## src/rtl/core/txra_pkg.sv

```systemverilog
// ----------------------------------------------------------------------------
// txra_pkg
// Shared constants, codes and controller/datapath interface types for the
// transmit ring frame admission block.
// ----------------------------------------------------------------------------
package txra_pkg;

   localparam int DEPTH     = 1024;
   localparam int IDX_W     = $clog2(DEPTH);
   localparam int SIZE_W    = IDX_W + 1;

   localparam logic [SIZE_W-1:0] SIZE_MIN   = SIZE_W'(2);
   localparam logic [SIZE_W-1:0] SIZE_MAX   = SIZE_W'(DEPTH);
   localparam logic [SIZE_W-1:0] SIZE_RESET = SIZE_W'(DEPTH);

   localparam logic [1:0] KIND_HEADER   = 2'd0;
   localparam logic [1:0] KIND_DATA     = 2'd1;
   localparam logic [1:0] KIND_COMPLETE = 2'd2;
   localparam logic [1:0] KIND_FETCH    = 2'd3;

   localparam logic [2:0] ST_ACCEPTED = 3'd0;
   localparam logic [2:0] ST_REJECTED = 3'd1;
   localparam logic [2:0] ST_EMPTY    = 3'd2;
   localparam logic [2:0] ST_STORED   = 3'd3;
   localparam logic [2:0] ST_DROPPED  = 3'd4;
   localparam logic [2:0] ST_OTHER    = 3'd5;

   typedef struct packed {
      logic capture;
      logic header;
      logic store;
      logic drop;
      logic complete;
      logic tail_write;
      logic fetch;
      logic pump;
      logic load_out;
   } txra_cmd_type;

   typedef struct packed {
      logic [1:0] kind;
      logic       rem_zero;
      logic       rem_one;
      logic       mod_done;
   } txra_sts_type;

endpackage

```

## src/rtl/core/txra_ctrl.sv

```systemverilog
// ----------------------------------------------------------------------------
// txra_ctrl
// Sequencer: takes one word at a time, steps the datapath through the
// operation of its kind and hands the result to the output register.
// ----------------------------------------------------------------------------
module txra_ctrl (
   input  logic                     clock,
   input  logic                     reset,
   input  logic                     req_valid,
   output logic                     req_ready,
   output logic                     rsp_valid,
   input  logic                     rsp_ready,
   output txra_pkg::txra_cmd_type   cmd,
   input  txra_pkg::txra_sts_type   sts
);

   localparam logic [2:0] S_IDLE = 3'd0;
   localparam logic [2:0] S_EXEC = 3'd1;
   localparam logic [2:0] S_MOD  = 3'd2;
   localparam logic [2:0] S_PUMP = 3'd3;
   localparam logic [2:0] S_DONE = 3'd4;

   logic [2:0] state_ff, state_in;
   logic       rsp_valid_ff, rsp_valid_in;
   logic       accept;
   logic       out_free;

   assign req_ready = (state_ff == S_IDLE);
   assign accept    = req_valid && req_ready;
   assign out_free  = !rsp_valid_ff || rsp_ready;
   assign rsp_valid = rsp_valid_ff;

   always_comb begin
      cmd      = '0;
      state_in = state_ff;
      unique case (state_ff)
         S_IDLE: begin
            if (accept) begin
               cmd.capture = 1'b1;
               state_in    = S_EXEC;
            end
         end
         S_EXEC: begin
            unique case (sts.kind)
               txra_pkg::KIND_HEADER: begin
                  cmd.header = 1'b1;
                  state_in   = S_DONE;
               end
               txra_pkg::KIND_DATA: begin
                  if (sts.rem_zero) begin
                     cmd.drop = 1'b1;
                     state_in = S_DONE;
                  end else begin
                     cmd.store = 1'b1;
                     state_in  = sts.rem_one ? S_PUMP : S_DONE;
                  end
               end
               txra_pkg::KIND_COMPLETE: begin
                  cmd.complete = 1'b1;
                  state_in     = S_MOD;
               end
               txra_pkg::KIND_FETCH: begin
                  cmd.fetch = 1'b1;
                  state_in  = S_DONE;
               end
               default: begin
                  state_in = S_DONE;
               end
            endcase
         end
         S_MOD: begin
            if (sts.mod_done) begin
               cmd.tail_write = 1'b1;
               state_in       = S_PUMP;
            end
         end
         S_PUMP: begin
            cmd.pump = 1'b1;
            state_in = S_DONE;
         end
         S_DONE: begin
            if (out_free) begin
               cmd.load_out = 1'b1;
               state_in     = S_IDLE;
            end
         end
         default: begin
            state_in = S_IDLE;
         end
      endcase
   end

   always_comb begin
      rsp_valid_in = rsp_valid_ff;
      if (cmd.load_out) begin
         rsp_valid_in = 1'b1;
      end else if (rsp_ready) begin
         rsp_valid_in = 1'b0;
      end
   end

   always_ff @(posedge clock) begin
      if (reset) begin
         state_ff     <= S_IDLE;
         rsp_valid_ff <= 1'b0;
      end else begin
         state_ff     <= state_in;
         rsp_valid_ff <= rsp_valid_in;
      end
   end

   a_accept_to_exec: assert property (@(posedge clock) disable iff (reset)
      accept |=> state_ff == S_EXEC)
      else $error("accepted word not executed");

   a_load_needs_room: assert property (@(posedge clock) disable iff (reset)
      cmd.load_out |-> out_free)
      else $error("result word overwritten before it was taken");

   a_mod_done_in_mod: assert property (@(posedge clock) disable iff (reset)
      sts.mod_done |-> state_ff == S_MOD)
      else $error("remainder unit finished outside its wait state");

endmodule

```

## config.mk

```make
export PLATFORM = sky130hd
export DESIGN_NAME = txra_ctrl
export DESIGN_NICKNAME = d
export VERILOG_FILES = /design/src/rtl/core/txra_pkg.sv /design/src/rtl/core/txra_ctrl.sv
export SDC_FILE = /design/constraint.sdc
export NUM_CORES = 1
export LEC_CHECK = 0
export ABC_AREA = 1
export BUFFER_PORTS_ARGS = -buffer_cell sky130_fd_sc_hd__buf_2
export CAP_MARGIN = 20
export CORE_AREA = 2 2 39 41
export CTS_CLUSTER_DIAMETER = 150
export DETAILED_ROUTE_END_ITERATION = 16
export DIE_AREA = 0 0 41 43
export PLACE_DENSITY = 0.56
export SYNTH_ARGS = -nofsm -noshare
export SYNTH_HDL_FRONTEND = slang
export SYNTH_SLANG_ARGS = --single-unit
```

## constraint.sdc

```tcl
create_clock -name clock -period 1.65 [get_ports clock]
set_input_delay 0.2475 -clock clock [delete_from_list [all_inputs] [get_ports clock]]
set_output_delay 0.2475 -clock clock [all_outputs]
set_load 0.02 [all_outputs]
```

* Yosys cells after proc, flatten, opt, wreduce, memory -nomap -nowiden
Cells that the tools add are included.
** Word-level totals
- Output and inout bits :: 11
- Flip-flop bits (word level) :: 4
- Logic and storage cells :: 44
- Input port bits :: 9
** Operators by class
- Equal/unequal tests :: 10
- Reductions and logical operators :: 8
- Multiplexer cells :: 24
** Operators by type and width (count)
- 1-bit two-way mux :: 15
- 3-bit two-way mux :: 5
- 3-bit one-hot mux with 5 select lines :: 1
- 3-bit one-hot mux with 3 select lines :: 1
- 3-bit by 2-bit == test with 1-bit output, second input constant :: 2
- 2-bit == test, second input constant :: 2
- 4-bit two-way mux :: 1
- 2-bit inequality test, second input constant :: 2
- 3-bit by 1-bit == test with 1-bit output, second input constant :: 1
- 3-bit == test, second input constant :: 1
- 3-bit logical NOT :: 1
- 3-bit AND reduction :: 1
- 2-bit by 1-bit == test with 1-bit output, second input constant :: 1
- 2-bit logical NOT :: 1
- 2-bit two-way mux :: 1
- 2-bit by 1-bit inequality test with 1-bit output, second input constant :: 1
- 2-bit nonzero test :: 1
- 2-bit OR reduction :: 1
- 1-bit logical AND :: 1
- 1-bit logical NOT :: 1
- 1-bit logical OR :: 1

* Longest topological paths before layout
Gate-level depths: netlist (run 1).
- Depth after elaboration :: 5
- Gate-level depth with buffers :: 8
- Mapped depth without buffers :: 8

* Worst setup path after synthesis (run 1)
OpenSTA, ideal clock, no wires.
- Path kind :: reg-to-output
- Start :: register state_ff[1]
- End :: output cmd[5] (netlist name)
- Cell stages (with the launch flop) :: 6
- Buffers on the path :: 0
- Arrival time :: 941 ps
- Data required time :: 1402 ps
- Slack :: 462 ps
- Path through :: dfxtp_1 > nor2_2 > nand2_2 > inv_2 > nand2_1 > nor2_1
** RTL lines
- start, declared :: line txra_ctrl.sv:23 : logic [2:0] state_ff, state_in;
- start signal, assigned :: line txra_ctrl.sv:107 : state_ff <= state_in;
- end, declared :: line txra_ctrl.sv:13 : output txra_pkg::txra_cmd_type cmd,

==> results of run 1 <==
[path summary, 6_finish.rpt]
| kind | start | end | slack, ps |
|---|---|---|---|
| setup / recovery | state_ff[0] | cmd[5] | 190 |
| hold / removal | reset | state_ff[1] | 220 |
| setup reg to reg | state_ff[1] | state_ff[2] | 680 |
| hold reg to reg | state_ff[1] | state_ff[1] | 600 |
[layout by cell type (no fill, tap or decap)]
| cell | instances |
|---|---|
| nand2_2 | 1 |
| buf_2 | 19 |
| nand4_1 | 2 |
| nor2_2 | 4 |
| o21ai_2 | 1 |
| a21oi_2 | 1 |
| ha_1 | 4 |
| nor2_4 | 1 |
| clkbuf_4 | 3 |
| inv_2 | 1 |
| nand3_1 | 7 |
| nand2_1 | 9 |
| or2_1 | 2 |
| dfxtp_1 | 4 |
| inv_1 | 15 |
| nor2_1 | 9 |
[stage by stage]
step / total power [mW] / instances / worst slack [ps] / hold WS [ps] / cell area, sq um
floorplan: 0.212 / 62 / 462 / 310 / 385
global placement: 0.251 / 96 / 430 / 466 / 493
detailed placement: 0.252 / 96 / 424 / 465 / 493
CTS: 0.381 / 99 / 175 / 210 / 515
global route: 0.406 / 99 / 86.3 / 219 / 515
finish: 0.370 / 99 / 185 / 225 / 515
[power breakdown]
part           internal [mW]  switching, mW  leakage (nW)
clock                 0.0813         0.0386        0.0138
sequential             0.106         0.0118        0.0327
combinational         0.0483         0.0843         0.267
total                  0.235          0.135         0.313
[final cells by class]
type / count / area (sq um) / share of cell area
clock buffer: 3 / 22.5 / 0.0437
timing repair buffer: 19 / 95.1 / 0.184
inverter: 16 / 60.1 / 0.117
tap: 16 / 20.0 / 0.0388
sequential: 4 / 80.1 / 0.155
multi-input combinational: 41 / 238 / 0.461
[sequential cells by signal (all words and copies together), names as in the netlist]
signal	count
state_ff	3
rsp_valid	1
[per-layer routing]
metal	up-vias	part of all wire	wire (um)
li1	229	-	-
met5	-	0	0
met3	0	0.068	53
met4	0	0	0
met2	16	0.50	393
met1	190	0.43	333
[cell families after synthesis]
| kind of cell | share of synthesized area |
|---|---|
| AO/OA/AOI/OAI | 0.0455 |
| adder cells (fa/ha/maj) | 0.130 |
| buffers and inverters | 0.175 |
| flip-flops | 0.208 |
| AND/OR/NAND/NOR | 0.442 |
==> results.md, run 1 <==
* Max Clock Skew at 1.43 ps
* Post-DR vias/cell at 4.39
* Clock sink count at 4
* Initial DRT Pass Iterations at 4
* Unrepaired setup endpoints after global routing: false
* Share of cells above drive strength 1 at 0.373
* IO buf count at 19
* Top_reg_cell synth: dfxtp_1
* Yosys synthesis warning count at 0
* Leakage power summed over all cells at 0.313 nW
* Fmax at between 0.6 and 0.7 GHz
* Largest stage delay on the critical path at 440 ps
* Proportion of synthesized flip-flops having asynchronous set or reset at 0
* Wire length of the first global-routing pass at 1140 um
* Bufs on Longest Clock Path at 2
* Endpoints failing hold at 0
* Worst hold path class: primary input to register
* H-Tree Depth at 1
* Height of the die at 43 um
* Post-synthesis sequential area ratio at 0.208
* # hold bufs at CTS at 0
* Layout Utilization at 0.373
* Number of cells on the worst reg-to-reg path at 7
* Count of flip-flops with a built-in enable after synthesis at 0
* Hold-critical path depth at 2
* Core outline area at about 1400 sq um
* # rows at 14
* CTS tree: built
* Total routed wirelength at 780 um
* Number of global-route vias before repair at around 320
* VDD IR max at between 0.15 and 0.2 mV
* Met1 global-route usage at 0.0895
* Number of design-rule violations left by the first detailed-router iteration at 10
* Required time at the endpoint of the critical path at around 1400 ps
* Post-CTS clock slew at the launch and capture registers of the worst setup and hold paths at approximately 40 ps
* Initial antenna violation count at 0
* Worst slew margin relative to its limit at 0.841
* Area growth, synth to finish at 33.8%
* CP cell instances: nand2_2 > inv_2 > nand2_1 > nor2_1 > buf_2
* Num CTS Buffers at 3
* Most frequent cells after synthesis: 15 x inv_1, 9 x nand2_1, 9 x nor2_1
* GR met2 Demand/Resource at 0.163
* Ant diodes at 0
* Critical path class: register to primary output
* Per-instance average area after synthesis at roughly 6.2 sq um
* Min cycle time layout at 1460 ps
* Largest cells by area after synthesis: dfxtp_1 21%, inv_1 15%, ha_1 13%, nand3_1 9.1%, nand2_1 8.8%
* Post-detailed-placement half-perimeter wirelength at 642 um
* Die span in x at 41 um
* Post-route clock period utilization at 0.888
* Total negative setup slack at 0 ps
* Number of distinct library cells after synthesis at 15
* Critical-path cell with the highest stage delay: dfxtp_1
* Share of Yosys cell area claimed by the top area cell type at 0.208
* Final-layout fill cell count at 175
* Run status: finished clean
* Overall die area at approximately 1800 sq um
* Crit path capture type: primary output
* Largest fanout of any net on the critical path at 5
* Overall via count from detail_route at 435
* Synthesis-stage register bit count at 4
* P per Cell Area at 718 nW/um^2
* Fraction of met3 tracks used by global routing at 0.0314
* Cell accounting for the most synthesized area: dfxtp_1
* Placer congestion estimate at about 0.72
* Pins Over Slew Limit at 0
* DRT antenna net count at 0
* Overflow after GRT at 0
* Library cell used as clock root buffer: clkbuf_4
* Count of cells resized by post-cts repair at 0
* Number of maximum-capacitance constraint violations at 0
* I/O pin cnt at 20
* Most frequently used cell type in the post-synthesis netlist: inv_1
* Worst Tran Pin Value at 239 ps
* Largest net degree at the start of global routing at 7
* CP Depth at 5
* Crit path buffers/inverters at 2
* Busiest metal layer after global routing: met2
* Setup violation total in the final timing report at 0
* Avg WL per Cell at 7.88 um
* Total standard cell area after synthesis at 385 sq um
* Data arrival at the endpoint of the critical path at 1220 ps
* Residual DRC at 0
* Startpoint type of the worst setup path: register
* Global Route Usage Sum at 0.0952
* Final net count at 98
* Post-Syn Nets at 75
* Clock latency on the worst-skew pair at 230 ps
* Cells after synthesis at between 60 and 70
* Starting utilization of the core area at 0.278
* Post-CTS Setup Inserts at 0
* Top Family by Delay on Critical Path: flip-flops
Power figures use the tool's default switching activity.
==> run 2, diff against run 1 <==
Settings changed: ABC_AREA 1 to not set, PLACE_DENSITY 0.56 to 0.57.
==> run 2 against run 1 <==
Global-route usage rose by 1.7 points. Largest cell class unchanged. Wire length rose by 7.7%. Combinational power rose by 9%.
==> results.md, run 2 <==
* Bufs on Longest Clock Path at 2 (unchanged)
* Leakage power summed over all cells at 0.279 nW (-11%)
* Post-Syn Nets at 63 (-16%)
* Min cycle time layout at 1530 ps (+66.2 ps)
* Total negative setup slack at 0 ps (unchanged)
* Clock latency on the worst-skew pair at 230 ps (about the same)
* Number of global-route vias before repair at 336 (+3.7%)
* Startpoint type of the worst setup path: register
* Ant diodes at 0 (unchanged)
* Worst slew margin relative to its limit at 0.746 (-0.0946)
* Most frequently used cell type in the post-synthesis netlist: inv_1
* Num CTS Buffers at 3 (unchanged)
* Top_reg_cell synth: dfxtp_1
* IO buf count at 19 (unchanged)
* Number of design-rule violations left by the first detailed-router iteration at 6 (-4)
* Data arrival at the endpoint of the critical path at 1280 ps (+60 ps)
* Starting utilization of the core area at 0.281 (+0.00271)
* Per-instance average area after synthesis at 7.78 sq um (+25%)
* Final net count at 84 (-14%)
* Post-CTS Setup Inserts at 0 (unchanged)
* P per Cell Area at 773 nW/um^2 (+7.8%)
* Endpoints failing hold at 0 (unchanged)
* Area growth, synth to finish at 31.2%
* Largest cells by area after synthesis: dfxtp_1 21%, ha_1 13%, and2_1 6.4%, buf_4 5.8%, inv_1 5.8%
* Post-placement worst setup slack at 325 ps (-98.2 ps)
* Post-CTS clock slew at the launch and capture registers of the worst setup and hold paths at 40 ps (about the same)
* Largest fanout of any net on the critical path at 8 (+3)
* Pins Over Slew Limit at 0 (unchanged)
* Post-detailed-placement half-perimeter wirelength at 687 um (+7.1%)
* Post-route clock period utilization at 0.928 (+0.0401)
* Crit path capture type: primary output
* Proportion of synthesized flip-flops having asynchronous set or reset at 0 (unchanged)
* Yosys synthesis warning count at 0 (unchanged)
* Initial DRT Pass Iterations at 4 (unchanged)
* Top Family by Delay on Critical Path: simple AND/OR/NAND/NOR gates
* Library cell used as clock root buffer: clkbuf_4
* Overall die area at 1760 sq um (unchanged)
* Run status: finished clean
* Source of the worst hold timing path: reset
* H-Tree Depth at 1 (unchanged)
* Crit path buffers/inverters at 1 (-1)
* Commonest cells after routing, fill and taps aside: 19 x buf_2, 6 x inv_1
* Max Clock Skew at 4.54 ps (+3.11 ps)
* Wire length of the first global-routing pass at 1310 um (+15%)
* Share of cells above drive strength 1 at 0.348 (-0.0257)
* Avg WL per Cell at 9.88 um (+25%)
* Share of Yosys cell area claimed by the top area cell type at 0.206 (-0.00200)
* Placer congestion estimate at 0.666 (-7.1%)
* Final worst slack at 119 ps (-66.2 ps)
* Cells after synthesis at 50 (-19%)
* I/O pin cnt at 20 (unchanged)
* Cell Count, Final, Fillers Out at 85 (-14%)
* Clock sink count at 4 (unchanged)
* VDD IR max at 0.281 mV (+59%)
* Number of distinct library cells after synthesis at 22 (+7)
* Worst hold path class: primary input to register
* DRT antenna net count at 0 (unchanged)
* Fmax at 0.653 GHz (-4.3%)
* Largest stage delay on the critical path at 440 ps (about the same)
* Core outline area at 1380 sq um (unchanged)
* Total routed wirelength at 840 um (+7.7%)
* Initial antenna violation count at 0 (unchanged)
* Count of cells resized by post-cts repair at 0 (unchanged)
* Overflow after GRT at 0 (unchanged)
* Critical-path cell with the highest stage delay: dfxtp_1
* Reg with most FFs: state_ff
* CTS tree: built
* # rows at 14 (unchanged)
* Post-DR vias/cell at 4.55 (+3.6%)
* Required time at the endpoint of the critical path at 1400 ps (about the same)
* Post-synthesis sequential area ratio at 0.206 (-0.00200)
* Setup violation total in the final timing report at 0 (unchanged)
* Global Route Usage Sum at 0.112 (+0.0170)
* CP cell instances: nor3b_4 > nand2_1 > nor2_1 > buf_2
* Pwr Total at 0.395 mW (+6.7%)
* Number of placed instances with taps included at 82 (-15%)
* Launch point of the worst reg-to-reg path: state_ff[2]
* Height of the die at 43 um (unchanged)
* Cell accounting for the most synthesized area: dfxtp_1
* Critical path class: register to primary output
* Residual DRC at 0 (unchanged)
* Largest register FFs at 3 (unchanged)
* Worst Setup SP: state_ff[0]
* Total standard cell area after synthesis at 389 sq um (+0.97%)
* Die span in x at 41 um (unchanged)
* Most common cell after layout, fill and taps aside: buf_2
* Number of maximum-capacitance constraint violations at 0 (unchanged)
* Largest net degree at the start of global routing at 12 (+5)
* Unrepaired setup endpoints after global routing: false
* Overall via count from detail_route at 387 (-11%)
* Count of flip-flops with a built-in enable after synthesis at 0 (unchanged)
* Synthesis-stage register bit count at 4 (unchanged)
* Worst Tran Pin Value at 380 ps (+142 ps)
* # hold bufs at CTS at 0 (unchanged)
-- run 2: final timing paths --
path                                    end  slack (ps)  depth (start not counted)
worst max register to register  state_ff[2]         450                          3
worst min-delay path            state_ff[2]         210                          2
worst min register to register    rsp_valid         500                          2
worst max-delay path                 cmd[6]         120                          4
-- run 2: where the power goes --
part           internal (mW)  switching [mW]  total, mW
combinational         0.0630          0.0821      0.145
clock                 0.0812          0.0373      0.119
sequential             0.108          0.0228      0.131
-- run 2: through the flow --
step                      hold slack [ps]  utilization  instance area [sq um]
after floorplan                       312            -                    389
after global placement                449        0.348                    482
after detailed placement              451        0.348                    482
after CTS                             208        0.364                    504
after global routing                  208        0.369                    510
final                                 213        0.369                    510
-- run 2: area by class of cell --
class | instances | area (sq um)
sequential | 4 | 80.1
inverter | 6 | 22.5
multi-input combinational | 37 | 270
timing repair buffer | 19 | 95.1
clock buffer | 3 | 22.5
fill | 152 | 873
tap | 16 | 20.0
-- run 2: cells by family after synthesis --
kind of cell / after synthesis / synth area share
adders and majority gates: 4 / 0.129
buffers and inverters: 9 / 0.116
AOI/OAI and AO/OA: 9 / 0.190
and+or+nand+nor: 24 / 0.360
DFF: 4 / 0.206
-- run 2: layer usage --
| metal | GRT usage | up-vias | wire (um) | part of all wire |
|---|---|---|---|---|
| met1 | 0.125 | 169 | 387 | 0.46 |
| met3 | 0.0471 | 2 | 40 | 0.048 |
| met2 | 0.163 | 8 | 398 | 0.47 |
| li1 | - | 208 | - | - |
| met5 | 0 | - | 0 | 0 |
| met4 | 0.0800 | 0 | 14 | 0.017 |
